**config.mk**
```make
export PLATFORM = sky130hd
export DESIGN_NAME = dns_question_parser_top_flat
export DESIGN_NICKNAME = d
export VERILOG_FILES = /design/src/hw/rtl/dqp_pkg.sv /design/src/hw/rtl/dqp_if.sv /design/src/hw/rtl/dqp_step.sv /design/src/hw/rtl/dqp_out_reg.sv /design/src/hw/rtl/dns_question_parser_top.sv /design/src/flat_wrapper.sv
export SDC_FILE = /design/constraint.sdc
export NUM_CORES = 1
export LEC_CHECK = 0
export BUFFER_PORTS_ARGS = -buffer_cell sky130_fd_sc_hd__buf_2
export CAP_MARGIN = 5
export CORE_MARGIN = 2
export CORE_UTILIZATION = 55
export CTS_CLUSTER_SIZE = 20
export DETAILED_ROUTE_END_ITERATION = 7
export MAX_ROUTING_LAYER = met4
export PLACE_DENSITY_LB_ADDON = 0.25
export SKIP_LAST_GASP = 1
export SYNTH_ARGS = -nofsm -noshare
export SYNTH_HDL_FRONTEND = slang
export SYNTH_SLANG_ARGS = --single-unit
```
**constraint.sdc**
```tcl
create_clock -name clk_i -period 5.4 [get_ports clk_i]
set_clock_uncertainty 0.15 [all_clocks]
set_input_delay 1.35 -clock clk_i [delete_from_list [all_inputs] [get_ports clk_i]]
set_output_delay 1.35 -clock clk_i [all_outputs]
set_load 0.02 [all_outputs]
```
**src/hw/rtl/dqp_pkg.sv**
```systemverilog
// ----------------------------------------------------------------------------
// dqp_pkg
// Shared types and constants of the DNS question parser.
// ----------------------------------------------------------------------------
`default_nettype none

package dqp_pkg;

  localparam int unsigned MAX_NAME_BYTES_DEF = 255;

  localparam logic [3:0] HDR_FLAGS_IDX = 4'd2;
  localparam logic [3:0] HDR_QD_HI_IDX = 4'd4;
  localparam logic [3:0] HDR_QD_LO_IDX = 4'd5;
  localparam logic [3:0] HDR_LAST_IDX  = 4'd11;
  localparam int unsigned RESP_BIT     = 7;

  localparam logic [7:0]  LABEL_MAX   = 8'd63;
  localparam logic [15:0] QD_ONE      = 16'd1;
  localparam logic [15:0] QCLASS_INET = 16'd1;

  localparam logic [7:0] CHAR_UA     = 8'h41;
  localparam logic [7:0] CHAR_UZ     = 8'h5A;
  localparam logic [7:0] CHAR_LA     = 8'h61;
  localparam logic [7:0] CHAR_DOT    = 8'h2E;
  localparam logic [7:0] CASE_OFFSET = CHAR_LA - CHAR_UA;

  typedef enum logic [2:0] {
    PH_HEADER   = 3'd0,
    PH_LEN      = 3'd1,
    PH_CHARS    = 3'd2,
    PH_TYPE_HI  = 3'd3,
    PH_TYPE_LO  = 3'd4,
    PH_CLASS_HI = 3'd5,
    PH_CLASS_LO = 3'd6,
    PH_SKIP     = 3'd7
  } phase_e;

  typedef enum logic [2:0] {
    ST_OK        = 3'd0,
    ST_RESPONSE  = 3'd1,
    ST_QDCOUNT   = 3'd2,
    ST_CLASS     = 3'd3,
    ST_MALFORMED = 3'd4
  } status_e;

  typedef struct packed {
    logic        is_summary;
    logic [7:0]  name_char;
    logic [15:0] query_type;
    logic [15:0] query_class;
    logic [7:0]  name_length;
    status_e     status;
  } result_t;

endpackage

`default_nettype wire

```
**src/hw/rtl/dqp_if.sv**
```systemverilog
// ----------------------------------------------------------------------------
// dqp_byte_if / dqp_result_if
// Valid/ready channels for packet bytes and parser results.
// ----------------------------------------------------------------------------
`default_nettype none

interface dqp_byte_if;
  logic       valid;
  logic       ready;
  logic [7:0] packet_byte;
  logic       last_byte;

  modport source (output valid, output packet_byte, output last_byte, input ready);
  modport sink   (input valid, input packet_byte, input last_byte, output ready);
endinterface

interface dqp_result_if;
  logic        valid;
  logic        ready;
  logic        is_summary;
  logic [7:0]  name_char;
  logic [15:0] query_type;
  logic [15:0] query_class;
  logic [7:0]  name_length;
  logic [2:0]  status;

  modport source (output valid, output is_summary, output name_char, output query_type,
                  output query_class, output name_length, output status, input ready);
  modport sink   (input valid, input is_summary, input name_char, input query_type,
                  input query_class, input name_length, input status, output ready);
endinterface

`default_nettype wire

```
**src/hw/rtl/dqp_step.sv**
```systemverilog
// ----------------------------------------------------------------------------
// dqp_step
// Parse state registers and the per-byte update that yields at most one item.
// ----------------------------------------------------------------------------
`default_nettype none

module dqp_step #(
  parameter int unsigned MAX_NAME_BYTES = dqp_pkg::MAX_NAME_BYTES_DEF
) (
  input  wire logic             clk_i,
  input  wire logic             rst_ni,
  input  wire logic             accept_i,
  input  wire logic [7:0]       packet_byte_i,
  input  wire logic             last_byte_i,
  output      logic             emit_o,
  output      dqp_pkg::result_t result_o
);

  dqp_pkg::phase_e phase_q, phase_d;
  logic [3:0]  hdr_idx_q, hdr_idx_d;
  logic [5:0]  label_left_q, label_left_d;
  logic [7:0]  name_count_q, name_count_d;
  logic        seen_label_q, seen_label_d;
  logic        resp_q, resp_d;
  logic [15:0] qd_count_q, qd_count_d;
  logic [15:0] type_q, type_d;
  logic [7:0]  class_hi_q, class_hi_d;
  logic        sent_q, sent_d;

  logic             emit;
  logic             sum_now;
  dqp_pkg::status_e status;
  logic [7:0]       out_char;
  logic [15:0]      out_type;
  logic [15:0]      out_class;
  logic [7:0]       low_char;
  logic [15:0]      class_full;
  logic             name_full;

  assign name_full  = name_count_q >= 8'(MAX_NAME_BYTES);
  assign class_full = {class_hi_q, packet_byte_i};
  assign low_char   = (packet_byte_i >= dqp_pkg::CHAR_UA && packet_byte_i <= dqp_pkg::CHAR_UZ)
                    ? packet_byte_i + dqp_pkg::CASE_OFFSET : packet_byte_i;

  always_comb begin
    phase_d      = phase_q;
    hdr_idx_d    = hdr_idx_q;
    label_left_d = label_left_q;
    name_count_d = name_count_q;
    seen_label_d = seen_label_q;
    resp_d       = resp_q;
    qd_count_d   = qd_count_q;
    type_d       = type_q;
    class_hi_d   = class_hi_q;
    sent_d       = sent_q;
    emit         = 1'b0;
    sum_now      = 1'b0;
    status       = dqp_pkg::ST_OK;
    out_char     = '0;
    out_type     = '0;
    out_class    = '0;

    case (phase_q)
      dqp_pkg::PH_HEADER: begin
        if (hdr_idx_q == dqp_pkg::HDR_FLAGS_IDX) begin
          resp_d = packet_byte_i[dqp_pkg::RESP_BIT];
        end else if (hdr_idx_q == dqp_pkg::HDR_QD_HI_IDX) begin
          qd_count_d = {packet_byte_i, qd_count_q[7:0]};
        end else if (hdr_idx_q == dqp_pkg::HDR_QD_LO_IDX) begin
          qd_count_d = {qd_count_q[15:8], packet_byte_i};
        end
        if (hdr_idx_q >= dqp_pkg::HDR_LAST_IDX) begin
          hdr_idx_d = '0;
          if (resp_q) begin
            emit    = 1'b1;
            sum_now = 1'b1;
            status  = dqp_pkg::ST_RESPONSE;
          end else if (qd_count_q != dqp_pkg::QD_ONE) begin
            emit    = 1'b1;
            sum_now = 1'b1;
            status  = dqp_pkg::ST_QDCOUNT;
          end else begin
            phase_d = dqp_pkg::PH_LEN;
          end
        end else begin
          hdr_idx_d = hdr_idx_q + 4'd1;
        end
      end
      dqp_pkg::PH_LEN: begin
        if (packet_byte_i == '0) begin
          phase_d = dqp_pkg::PH_TYPE_HI;
        end else if (packet_byte_i > dqp_pkg::LABEL_MAX) begin
          emit    = 1'b1;
          sum_now = 1'b1;
          status  = dqp_pkg::ST_MALFORMED;
        end else begin
          label_left_d = packet_byte_i[5:0];
          phase_d      = dqp_pkg::PH_CHARS;
          seen_label_d = 1'b1;
          if (seen_label_q) begin
            emit = 1'b1;
            if (name_full) begin
              sum_now = 1'b1;
              status  = dqp_pkg::ST_MALFORMED;
            end else begin
              name_count_d = name_count_q + 8'd1;
              out_char     = dqp_pkg::CHAR_DOT;
            end
          end
        end
      end
      dqp_pkg::PH_CHARS: begin
        emit = 1'b1;
        if (name_full) begin
          sum_now = 1'b1;
          status  = dqp_pkg::ST_MALFORMED;
        end else begin
          name_count_d = name_count_q + 8'd1;
          out_char     = low_char;
          label_left_d = label_left_q - 6'd1;
          if (label_left_q == 6'd1) begin
            phase_d = dqp_pkg::PH_LEN;
          end
        end
      end
      dqp_pkg::PH_TYPE_HI: begin
        type_d  = {packet_byte_i, 8'h00};
        phase_d = dqp_pkg::PH_TYPE_LO;
      end
      dqp_pkg::PH_TYPE_LO: begin
        type_d  = {type_q[15:8], packet_byte_i};
        phase_d = dqp_pkg::PH_CLASS_HI;
      end
      dqp_pkg::PH_CLASS_HI: begin
        class_hi_d = packet_byte_i;
        phase_d    = dqp_pkg::PH_CLASS_LO;
      end
      dqp_pkg::PH_CLASS_LO: begin
        emit      = 1'b1;
        sum_now   = 1'b1;
        status    = (class_full == dqp_pkg::QCLASS_INET) ? dqp_pkg::ST_OK : dqp_pkg::ST_CLASS;
        out_type  = type_q;
        out_class = class_full;
      end
      default: begin
      end
    endcase

    // truncated packet: replace this byte's result with a malformed summary
    if (last_byte_i && !sent_q && !(emit && sum_now)) begin
      emit      = 1'b1;
      sum_now   = 1'b1;
      status    = dqp_pkg::ST_MALFORMED;
      out_char  = '0;
      out_type  = '0;
      out_class = '0;
    end

    if (sum_now) begin
      sent_d  = 1'b1;
      phase_d = dqp_pkg::PH_SKIP;
    end
  end

  always_comb begin
    result_o.is_summary  = sum_now;
    result_o.name_char   = sum_now ? 8'h00 : out_char;
    result_o.query_type  = out_type;
    result_o.query_class = out_class;
    result_o.name_length = sum_now ? name_count_d : 8'h00;
    result_o.status      = sum_now ? status : dqp_pkg::ST_OK;
  end

  assign emit_o = emit;

  always_ff @(posedge clk_i or negedge rst_ni) begin
    if (!rst_ni) begin
      phase_q      <= dqp_pkg::PH_HEADER;
      hdr_idx_q    <= '0;
      label_left_q <= '0;
      name_count_q <= '0;
      seen_label_q <= 1'b0;
      resp_q       <= 1'b0;
      qd_count_q   <= '0;
      type_q       <= '0;
      class_hi_q   <= '0;
      sent_q       <= 1'b0;
    end else if (accept_i) begin
      if (last_byte_i) begin
        phase_q      <= dqp_pkg::PH_HEADER;
        hdr_idx_q    <= '0;
        label_left_q <= '0;
        name_count_q <= '0;
        seen_label_q <= 1'b0;
        resp_q       <= 1'b0;
        qd_count_q   <= '0;
        type_q       <= '0;
        class_hi_q   <= '0;
        sent_q       <= 1'b0;
      end else begin
        phase_q      <= phase_d;
        hdr_idx_q    <= hdr_idx_d;
        label_left_q <= label_left_d;
        name_count_q <= name_count_d;
        seen_label_q <= seen_label_d;
        resp_q       <= resp_d;
        qd_count_q   <= qd_count_d;
        type_q       <= type_d;
        class_hi_q   <= class_hi_d;
        sent_q       <= sent_d;
      end
    end
  end

  a_last_restarts: assert property (@(posedge clk_i) disable iff (!rst_ni)
    (accept_i && last_byte_i) |=> (phase_q == dqp_pkg::PH_HEADER && name_count_q == '0
                                   && !sent_q))
    else $error("state not cleared after final byte");

  a_name_bound: assert property (@(posedge clk_i) disable iff (!rst_ni)
    name_count_q <= 8'(MAX_NAME_BYTES))
    else $error("name count beyond limit");

  a_sent_skips: assert property (@(posedge clk_i) disable iff (!rst_ni)
    sent_q |-> (phase_q == dqp_pkg::PH_SKIP))
    else $error("summary sent but parser still active");

  a_summary_ends: assert property (@(posedge clk_i) disable iff (!rst_ni)
    (accept_i && emit && sum_now && !last_byte_i) |=> (sent_q && phase_q == dqp_pkg::PH_SKIP))
    else $error("summary did not end the question");

endmodule

`default_nettype wire

```
**src/hw/rtl/dqp_out_reg.sv**
```systemverilog
// ----------------------------------------------------------------------------
// dqp_out_reg
// Result register driving the output channel.
// ----------------------------------------------------------------------------
`default_nettype none

module dqp_out_reg (
  input  wire logic             clk_i,
  input  wire logic             rst_ni,
  input  wire logic             load_i,
  input  wire dqp_pkg::result_t result_i,
  output      logic             space_o,
  dqp_result_if.source          result_o
);

  logic             valid_q, valid_d;
  dqp_pkg::result_t data_q;

  assign space_o = !valid_q || result_o.ready;

  always_comb begin
    valid_d = valid_q;
    if (space_o) begin
      valid_d = load_i;
    end
  end

  always_ff @(posedge clk_i or negedge rst_ni) begin
    if (!rst_ni) begin
      valid_q <= 1'b0;
    end else begin
      valid_q <= valid_d;
    end
  end

  always_ff @(posedge clk_i) begin
    if (space_o && load_i) begin
      data_q <= result_i;
    end
  end

  assign result_o.valid       = valid_q;
  assign result_o.is_summary  = data_q.is_summary;
  assign result_o.name_char   = data_q.name_char;
  assign result_o.query_type  = data_q.query_type;
  assign result_o.query_class = data_q.query_class;
  assign result_o.name_length = data_q.name_length;
  assign result_o.status      = data_q.status;

  a_no_overwrite: assert property (@(posedge clk_i) disable iff (!rst_ni)
    (valid_q && !result_o.ready) |=> (valid_q && $stable(data_q)))
    else $error("stalled result overwritten");

  a_load_shows: assert property (@(posedge clk_i) disable iff (!rst_ni)
    (space_o && load_i) |=> valid_q)
    else $error("loaded result not presented");

  a_empty_idle: assert property (@(posedge clk_i) disable iff (!rst_ni)
    (space_o && !load_i) |=> !valid_q)
    else $error("result presented without a load");

endmodule

`default_nettype wire

```
**src/hw/rtl/dns_question_parser_top.sv**
```systemverilog
// ----------------------------------------------------------------------------
// dns_question_parser_top
// DNS query question parser: bytes in, name characters and a summary out.
//
// byte_i carries the packet one byte per item, header first, with last_byte
// set on the final byte. result_o carries one item per name character
// (lower case, dots between labels) and one summary item per packet with
// the query type, class, name length and status.
// Each accepted byte is parsed in the cycle it is accepted; its result, if
// any, is presented from the result register on the next cycle, and a byte
// can be accepted every cycle while no stalled result is held. The parse
// update is combinational and feeds the result register directly.
// byte_i.ready is low only while a result is held and result_o.ready is low;
// a stalled result stays unchanged and no byte is taken until it leaves.
// Reset clears all parse state to the start of a fresh packet and empties
// the result register; a byte can be taken as soon as reset is released.
// ----------------------------------------------------------------------------
`default_nettype none

module dns_question_parser_top #(
  parameter int unsigned MAX_NAME_BYTES = dqp_pkg::MAX_NAME_BYTES_DEF
) (
  input  wire logic     clk_i,
  input  wire logic     rst_ni,
  dqp_byte_if.sink      byte_i,
  dqp_result_if.source  result_o
);

  logic             space;
  logic             accept;
  logic             emit;
  dqp_pkg::result_t step_result;

  assign byte_i.ready = space;
  assign accept       = byte_i.valid && space;

  dqp_step #(
    .MAX_NAME_BYTES(MAX_NAME_BYTES)
  ) u_step (
    .clk_i         (clk_i),
    .rst_ni        (rst_ni),
    .accept_i      (accept),
    .packet_byte_i (byte_i.packet_byte),
    .last_byte_i   (byte_i.last_byte),
    .emit_o        (emit),
    .result_o      (step_result)
  );

  dqp_out_reg u_out_reg (
    .clk_i    (clk_i),
    .rst_ni   (rst_ni),
    .load_i   (accept && emit),
    .result_i (step_result),
    .space_o  (space),
    .result_o (result_o)
  );

endmodule

`default_nettype wire

```
**src/flat_wrapper.sv**
```systemverilog
// flat-port wrapper written by rule: the top's interface ports become plain ports
module dns_question_parser_top_flat 
#(
  parameter int unsigned MAX_NAME_BYTES = dqp_pkg::MAX_NAME_BYTES_DEF
)
  (clk_i, rst_ni, byte_i_valid, byte_i_packet_byte, byte_i_last_byte, byte_i_ready, result_o_valid, result_o_is_summary, result_o_name_char, result_o_query_type, result_o_query_class, result_o_name_length, result_o_status, result_o_ready);
  dqp_byte_if byte_i_i ();
  dqp_result_if result_o_i ();
  input  wire logic clk_i;
  input  wire logic rst_ni;
  input wire logic [$bits(byte_i_i.valid)-1:0] byte_i_valid;
  input wire logic [$bits(byte_i_i.packet_byte)-1:0] byte_i_packet_byte;
  input wire logic [$bits(byte_i_i.last_byte)-1:0] byte_i_last_byte;
  output wire logic [$bits(byte_i_i.ready)-1:0] byte_i_ready;
  output wire logic [$bits(result_o_i.valid)-1:0] result_o_valid;
  output wire logic [$bits(result_o_i.is_summary)-1:0] result_o_is_summary;
  output wire logic [$bits(result_o_i.name_char)-1:0] result_o_name_char;
  output wire logic [$bits(result_o_i.query_type)-1:0] result_o_query_type;
  output wire logic [$bits(result_o_i.query_class)-1:0] result_o_query_class;
  output wire logic [$bits(result_o_i.name_length)-1:0] result_o_name_length;
  output wire logic [$bits(result_o_i.status)-1:0] result_o_status;
  input wire logic [$bits(result_o_i.ready)-1:0] result_o_ready;
  assign byte_i_i.valid = byte_i_valid;
  assign byte_i_i.packet_byte = byte_i_packet_byte;
  assign byte_i_i.last_byte = byte_i_last_byte;
  assign byte_i_ready = byte_i_i.ready;
  assign result_o_valid = result_o_i.valid;
  assign result_o_is_summary = result_o_i.is_summary;
  assign result_o_name_char = result_o_i.name_char;
  assign result_o_query_type = result_o_i.query_type;
  assign result_o_query_class = result_o_i.query_class;
  assign result_o_name_length = result_o_i.name_length;
  assign result_o_status = result_o_i.status;
  assign result_o_i.ready = result_o_ready;
  dns_question_parser_top #(.MAX_NAME_BYTES(MAX_NAME_BYTES)) u_core (.clk_i(clk_i), .rst_ni(rst_ni), .byte_i(byte_i_i), .result_o(result_o_i));
endmodule
```
[Word level (Yosys, flattened, before mapping)]
Index checks and enable logic that the tools add are counted.
Operators by class
  multipliers: 0
  shifts and indexed selects: 0
  $lt $le $gt $ge: 5
  muxes and demuxes: 73
  equality and inequality tests: 26
  reduce and logical (&&, ||, !) cells: 39
  bitwise operators: 2
  divide/modulo/power cells: 0
  add/subtract/negate cells: 4
Operator list (count)
  two-way mux 16 bit: 5
  two-way mux 8 bit: 10
  two-way mux 6 bit: 8
  two-way mux 3 bit: 14
  one-hot mux 16 bit (2 select lines): 1
  one-hot mux 8 bit (2 select lines): 2
  two-way mux 1 bit: 21
  inequality test 4 bit, second input constant: 5
  one-hot mux 3 bit (6 select lines): 1
  == test 16 x 1 -> 1 bit, second input constant: 1
  inequality test 16 x 1 -> 1 bit, second input constant: 1
  nonzero test 2 bit: 8
  two-way mux 4 bit: 3
  one-hot mux 3 bit (4 select lines): 1
  one-hot mux 6 bit (2 select lines): 1
  inequality test 2 bit, second input constant: 5
  AND reduction 5 bit: 2
  == test 3 bit, second input constant: 3
  inequality test 3 bit, second input constant: 3
  adder 8 x 1 -> 8 bit, second input constant: 1
  adder 8 x 6 -> 8 bit, second input constant: 1
  == test 4 x 3 -> 1 bit, second input constant: 2
  >= comparator 8 x 7 -> 1 bit, second input constant: 1
  >= comparator 8 bit, second input constant: 1
  other kinds (26): 48
Word-level totals
  ROM bits: 0
  bits of input ports: 13
  word-level logic and storage cells: 169
  latch bits: 0
  memory bits (writable): 0
  memories: 0
  output and inout bits: 54
  register bits: 117

[Logic depth before layout (Yosys ltp)]
  word-level depth: 12
  depth in mapped cells: 9

[By module]
Synthesis repeated with hierarchy kept, for this count alone.
Unflattened totals
  cell total of the unflattened synthesis: 514
  area, all modules: 5669.2 sq um
Modules (own cells, without submodules)
  dqp_step: area each 4041.4 sq um, sequential area each 1601.5 sq um, cells each 456, times used 1
  dqp_out_reg: area each 1615.3 sq um, sequential area each 1586.5 sq um, cells each 56, times used 1
  dns_question_parser_top: area each 12.5 sq um, sequential area each 0.0 sq um, cells each 2, times used 1

[Worst setup path after synthesis]
Ideal clock, no wire load.
  path kind: input-to-reg
  start: in result_o_ready
  end: reg u_core.u_out_reg.data_q (netlist bit u_core.u_out_reg.result_o.is_summary) (enable)
  arrival time: 4211 ps
  required time: 4788 ps
  stages: 4
  library setup time: 462 ps
  setup slack: 577 ps
  cell sequence: nand2b_1 -> nand2_1 -> clkbuf_1 -> nor2_1
On the way
  longest elaborated chain between the ends: 4
Ends and longest elaborated chain
  start, declared: line flat_wrapper.sv:22  | input wire logic [$bits(result_o_i.ready)-1:0] result_o_ready;
  logical OR 1 bit *: line dqp_out_reg.sv:19  | assign space_o = !valid_q || result_o.ready;
  logical AND 1 bit: line dns_question_parser_top.sv:35  | assign accept = byte_i.valid && space;
  logical AND 1 bit: line dns_question_parser_top.sv:52  | .load_i (accept && emit),
  logical AND 1 bit *: line dqp_out_reg.sv:37  | if (space_o && load_i) begin
  end signal, assigned: line dqp_out_reg.sv:38  | data_q <= result_i;
  end, declared: line dqp_out_reg.sv:17  | dqp_pkg::result_t data_q;
Mark *: on every way between the ends. The rest lies on a longest branch, timed or not.
A chain may end at the register's enable or synchronous reset.

[Worst setup path in the final report]
  start: reg u_core.u_step.phase_q[2]
  end: reg u_core.u_out_reg.data_q (netlist bit u_core.u_out_reg.result_o.name_char[6]) (enable)
On the way
  longest elaborated chain between the ends: 9
  elaborated cells on any way between the ends: 13
Ends and longest elaborated chain
  start, declared: line dqp_step.sv:19  | dqp_pkg::phase_e phase_q, phase_d;
  start signal, assigned: line dqp_step.sv:178  | phase_q <= dqp_pkg::PH_HEADER;
  start signal, assigned: line dqp_step.sv:190  | phase_q <= dqp_pkg::PH_HEADER;
  start signal, assigned: line dqp_step.sv:201  | phase_q <= phase_d;
  == test 3 x 2 -> 1 bit or == test 3 bit (tied branches): line dqp_step.sv:63  | case (phase_q)
  OR reduction 2 bit (no source line)
  one-hot mux 1 bit (3 select lines): line dqp_step.sv:63
  logical AND 1 bit: line dqp_step.sv:150  | if (last_byte_i && !sent_q && !(emit && sum_now)) begin
  logical NOT 1 bit: line dqp_step.sv:150
  logical AND 1 bit: line dqp_step.sv:150
  two-way mux 1 bit *: line dqp_step.sv:150
  logical AND 1 bit *: line dns_question_parser_top.sv:52
  logical AND 1 bit *: line dqp_out_reg.sv:37
Marked as above.

==> metrics.cfg <==
[status]
outcome = finished clean

[critical_path]
critical_path.cell_chain = or3_1 -> nor2_1 -> o21ai_0 -> nand2_1 -> a21boi_0 -> nor2_4 -> buf_12
critPathLaunchType = flop
required_ns = 5.46
cp-end-kind = flop
cp_slowest_cell = dfrtp_1
worstPathMaxFanout = 46
reg2reg_slack_ns = 1.78
cp.arrival_ns = 3.68
slowest_delay_ns = 0.83
path_class = flop to flop

[cts]
cts_setup_buffers = 0
clk_latency_ns = 0.52
clockBufferDepth = 2
cts_tree = done
cts.sinks = 117
htreeDepth = 4
cts_root_buf = clkbuf_8
clk_pin_slew_ns = 0.06
cts_resized = 0
ctsHoldBuffers = 0
cts_buffers = 17

[route]
drc = 0
ant_nets = 0
wirelength_um = 13140
drt_iter0_markers = 387
dr.pass1.iters = 5
avgViaCountPerCell = 6.139
routedWlPerCell_um = 18.09
vias = 4457

[timing]
fin_crit_sh = 0.6697
rsz0062_at_grt = false
setup_tns_ns = 0
maxSlewHeadroom = 0.1896
fmax_mhz = 276.5
finalSetupViolations = 0
fin_ws_ns = 1.784
hold_viol = 0
tightest_slew_ns = 1.216
drv_slew = 0
post-route-min-period_ns = 3.616
worst_hold_slack_ns = 0.3495

[synth]
synth-seq-area-share = 0.5652
syn-cell-area_um2 = 5640
ys_seq_elements = 117
synthArstFlopShare = 0.5556
ys.flop_type = dfrtp_1
synth_top_cell_by_area = dfrtp_1
synth_edf_count = 52
syn_avg_cell_area_um2 = 10.70
netlist.area_leader.share = 0.2884
synth_cell_type_count = 68
ys_warn_count = 0
synth_fp_nets = 548
syn_inst = 527
ys_top_cells_by_area = dfrtp_1 29%, edfxtp_1 28%, o21ai_0 5.7%

[die]
die_h_um = 105.3
die_w_um = 105.3
core_um2 = 9864
initial_utilization = 0.5718
die-area_um2 = 11080
io-pin-count = 67
core.rowCount = 36

[final_layout]
num-nets-final = 601
final_area_um2 = 6599
filler_cell_count = 725
final_cell_mix = 66 x buf_2, 65 x dfrtp_1, 64 x o21ai_0
area_growth_pct = 16.99
final_core_utilization = 0.6690
stdcell_count = 726
final_layout_size_suffix_gt1_frac = 0.2125
n_antenna_cell = 0
final_common_cell = buf_2

[power_and_ir_drop]
ir_drop_uv = 286.3
totalPowerFinal_mw = 3.411
p_leak_nw = 2.813
p_per_area_nw_per_um2 = 516.9

[placement]
hpwl_um = 8511
place.gp.congestion = 0.8806
port_buffers = 66
post-place-ws_ns = 1.576
placed_area_um2 = 6005
placedCellCount = 694

[grt]
grt_pass1_wl_um = 21230
grt_max_degree = 47
grt_use_total = 0.2539
globalRouteOverflowTotal = 0
antenna_found_initial = 0
grt_pass1_vias = 4176

[flow_run]
cap_viol_max_count = 0

[worst_hold_path]
holdCritPathClass = flop to flop

==> synth_stat cells, drive strengths merged (3+ instances only) <==
cell and n:
edfxtp 52, ha 8, and2 5, nor3b 3
nand2 51, o21ai 68, nor3 12, o2bb2ai 3
o22ai 3, clkbuf 24, o41ai 10, xnor2 4
nor4 5, dfrtp 65, a211oi 3, inv 11
a21oi 25, a22oi 4, and3 36, a22o 7
nand4 3, o31ai 12, nor2b 3, mux2i 3
a31oi 5, nor2 38, nand2b 5, buf 12
nand3 15
==> flip-flops by register name, indices dropped and copies added (netlist names) <==
signal,cells
u_core.u_step.resp_q,1
u_core.u_out_reg.result_o.query_class,16
u_core.u_step.seen_label_q,1
u_core.u_step.label_left_q,6
u_core.u_step.hdr_idx_q,4
u_core.u_step.name_count_q,8
u_core.u_out_reg.result_o.name_char,8
u_core.u_step.phase_q,3
u_core.u_step.qd_count_q,16
u_core.u_out_reg.result_o.query_type,16
u_core.u_step.sent_q,1
u_core.u_out_reg.result_o.is_summary,1
u_core.u_out_reg.result_o.status,3
u_core.u_step.type_q,16
u_core.u_out_reg.result_o.valid,1
u_core.u_out_reg.result_o.name_length,8
u_core.u_step.class_hi_q,8
==> path summary, 6_finish.rpt <==
kind	startpoint	to	depth (start not counted)
worst max register to register	u_core.u_step.phase_q[2]	u_core.u_out_reg.result_o.name_char[6]	7
min in group asynchronous	rst_ni	u_core.u_step.name_count_q[1]	1
max in group asynchronous	rst_ni	u_core.u_step.name_count_q[5]	2
worst min register to register	u_core.u_step.type_q[2]	u_core.u_step.type_q[2]	2
worst min-delay path	u_core.u_step.type_q[2]	u_core.u_step.type_q[2]	2
worst max-delay path	u_core.u_step.phase_q[2]	u_core.u_out_reg.result_o.name_char[6]	7
==> area by class of cell <==
| cell class | instances | area [um^2] | share of cell area |
|---|---|---|---|
| Timing Repair Buffer | 70 | 372.9 | 0.05650 |
| Multi-Input combinational cell | 363 | 2236 | 0.3388 |
| Clock buffer | 18 | 417.9 | 0.06333 |
| Tap cell | 133 | 166.4 | 0.02522 |
| Inverter | 11 | 41.29 | 0.006257 |
| Sequential cell | 117 | 3188 | 0.4831 |
| Clock inverter | 14 | 176.4 | 0.02673 |
==> power by group <==
group | leakage [nW] | total (mW) | internal (mW) | switching, mW
combinational | 1.16 | 0.943 | 0.312 | 0.631
sequential | 1.37 | 1.35 | 1.18 | 0.168
clock | 0.286 | 1.12 | 0.706 | 0.410
==> per-layer routing <==
layer / GRT usage / vias to the layer above / wire (um)
li1: - / 2075 / -
met5: - / - / 0
met1: 0.3394 / 2183 / 5708
met3: 0.04638 / 14 / 834
met4: 0.09143 / 0 / 136
met2: 0.3926 / 185 / 6456
==> worst max-delay path: cells and delay by family, from the launching register on <==
| family | cells | cell delay, ns |
|---|---|---|
| simple gates | 4 | 1.66 |
| flops | 1 | 0.83 |
| compound gates | 2 | 0.37 |
| buf+inv | 1 | 0.27 |
==> cell families after synthesis <==
group           count (synthesis)  synth area share
simple gates                  189            0.1797
compound gates                157            0.1821
flops                         117            0.5652
buf+inv                        47           0.03971
fa+ha+maj                       8           0.01775
mux                             5          0.009317
xor+xnor                        4          0.006211
No activity file was read; power rests on OpenSTA's default activity.
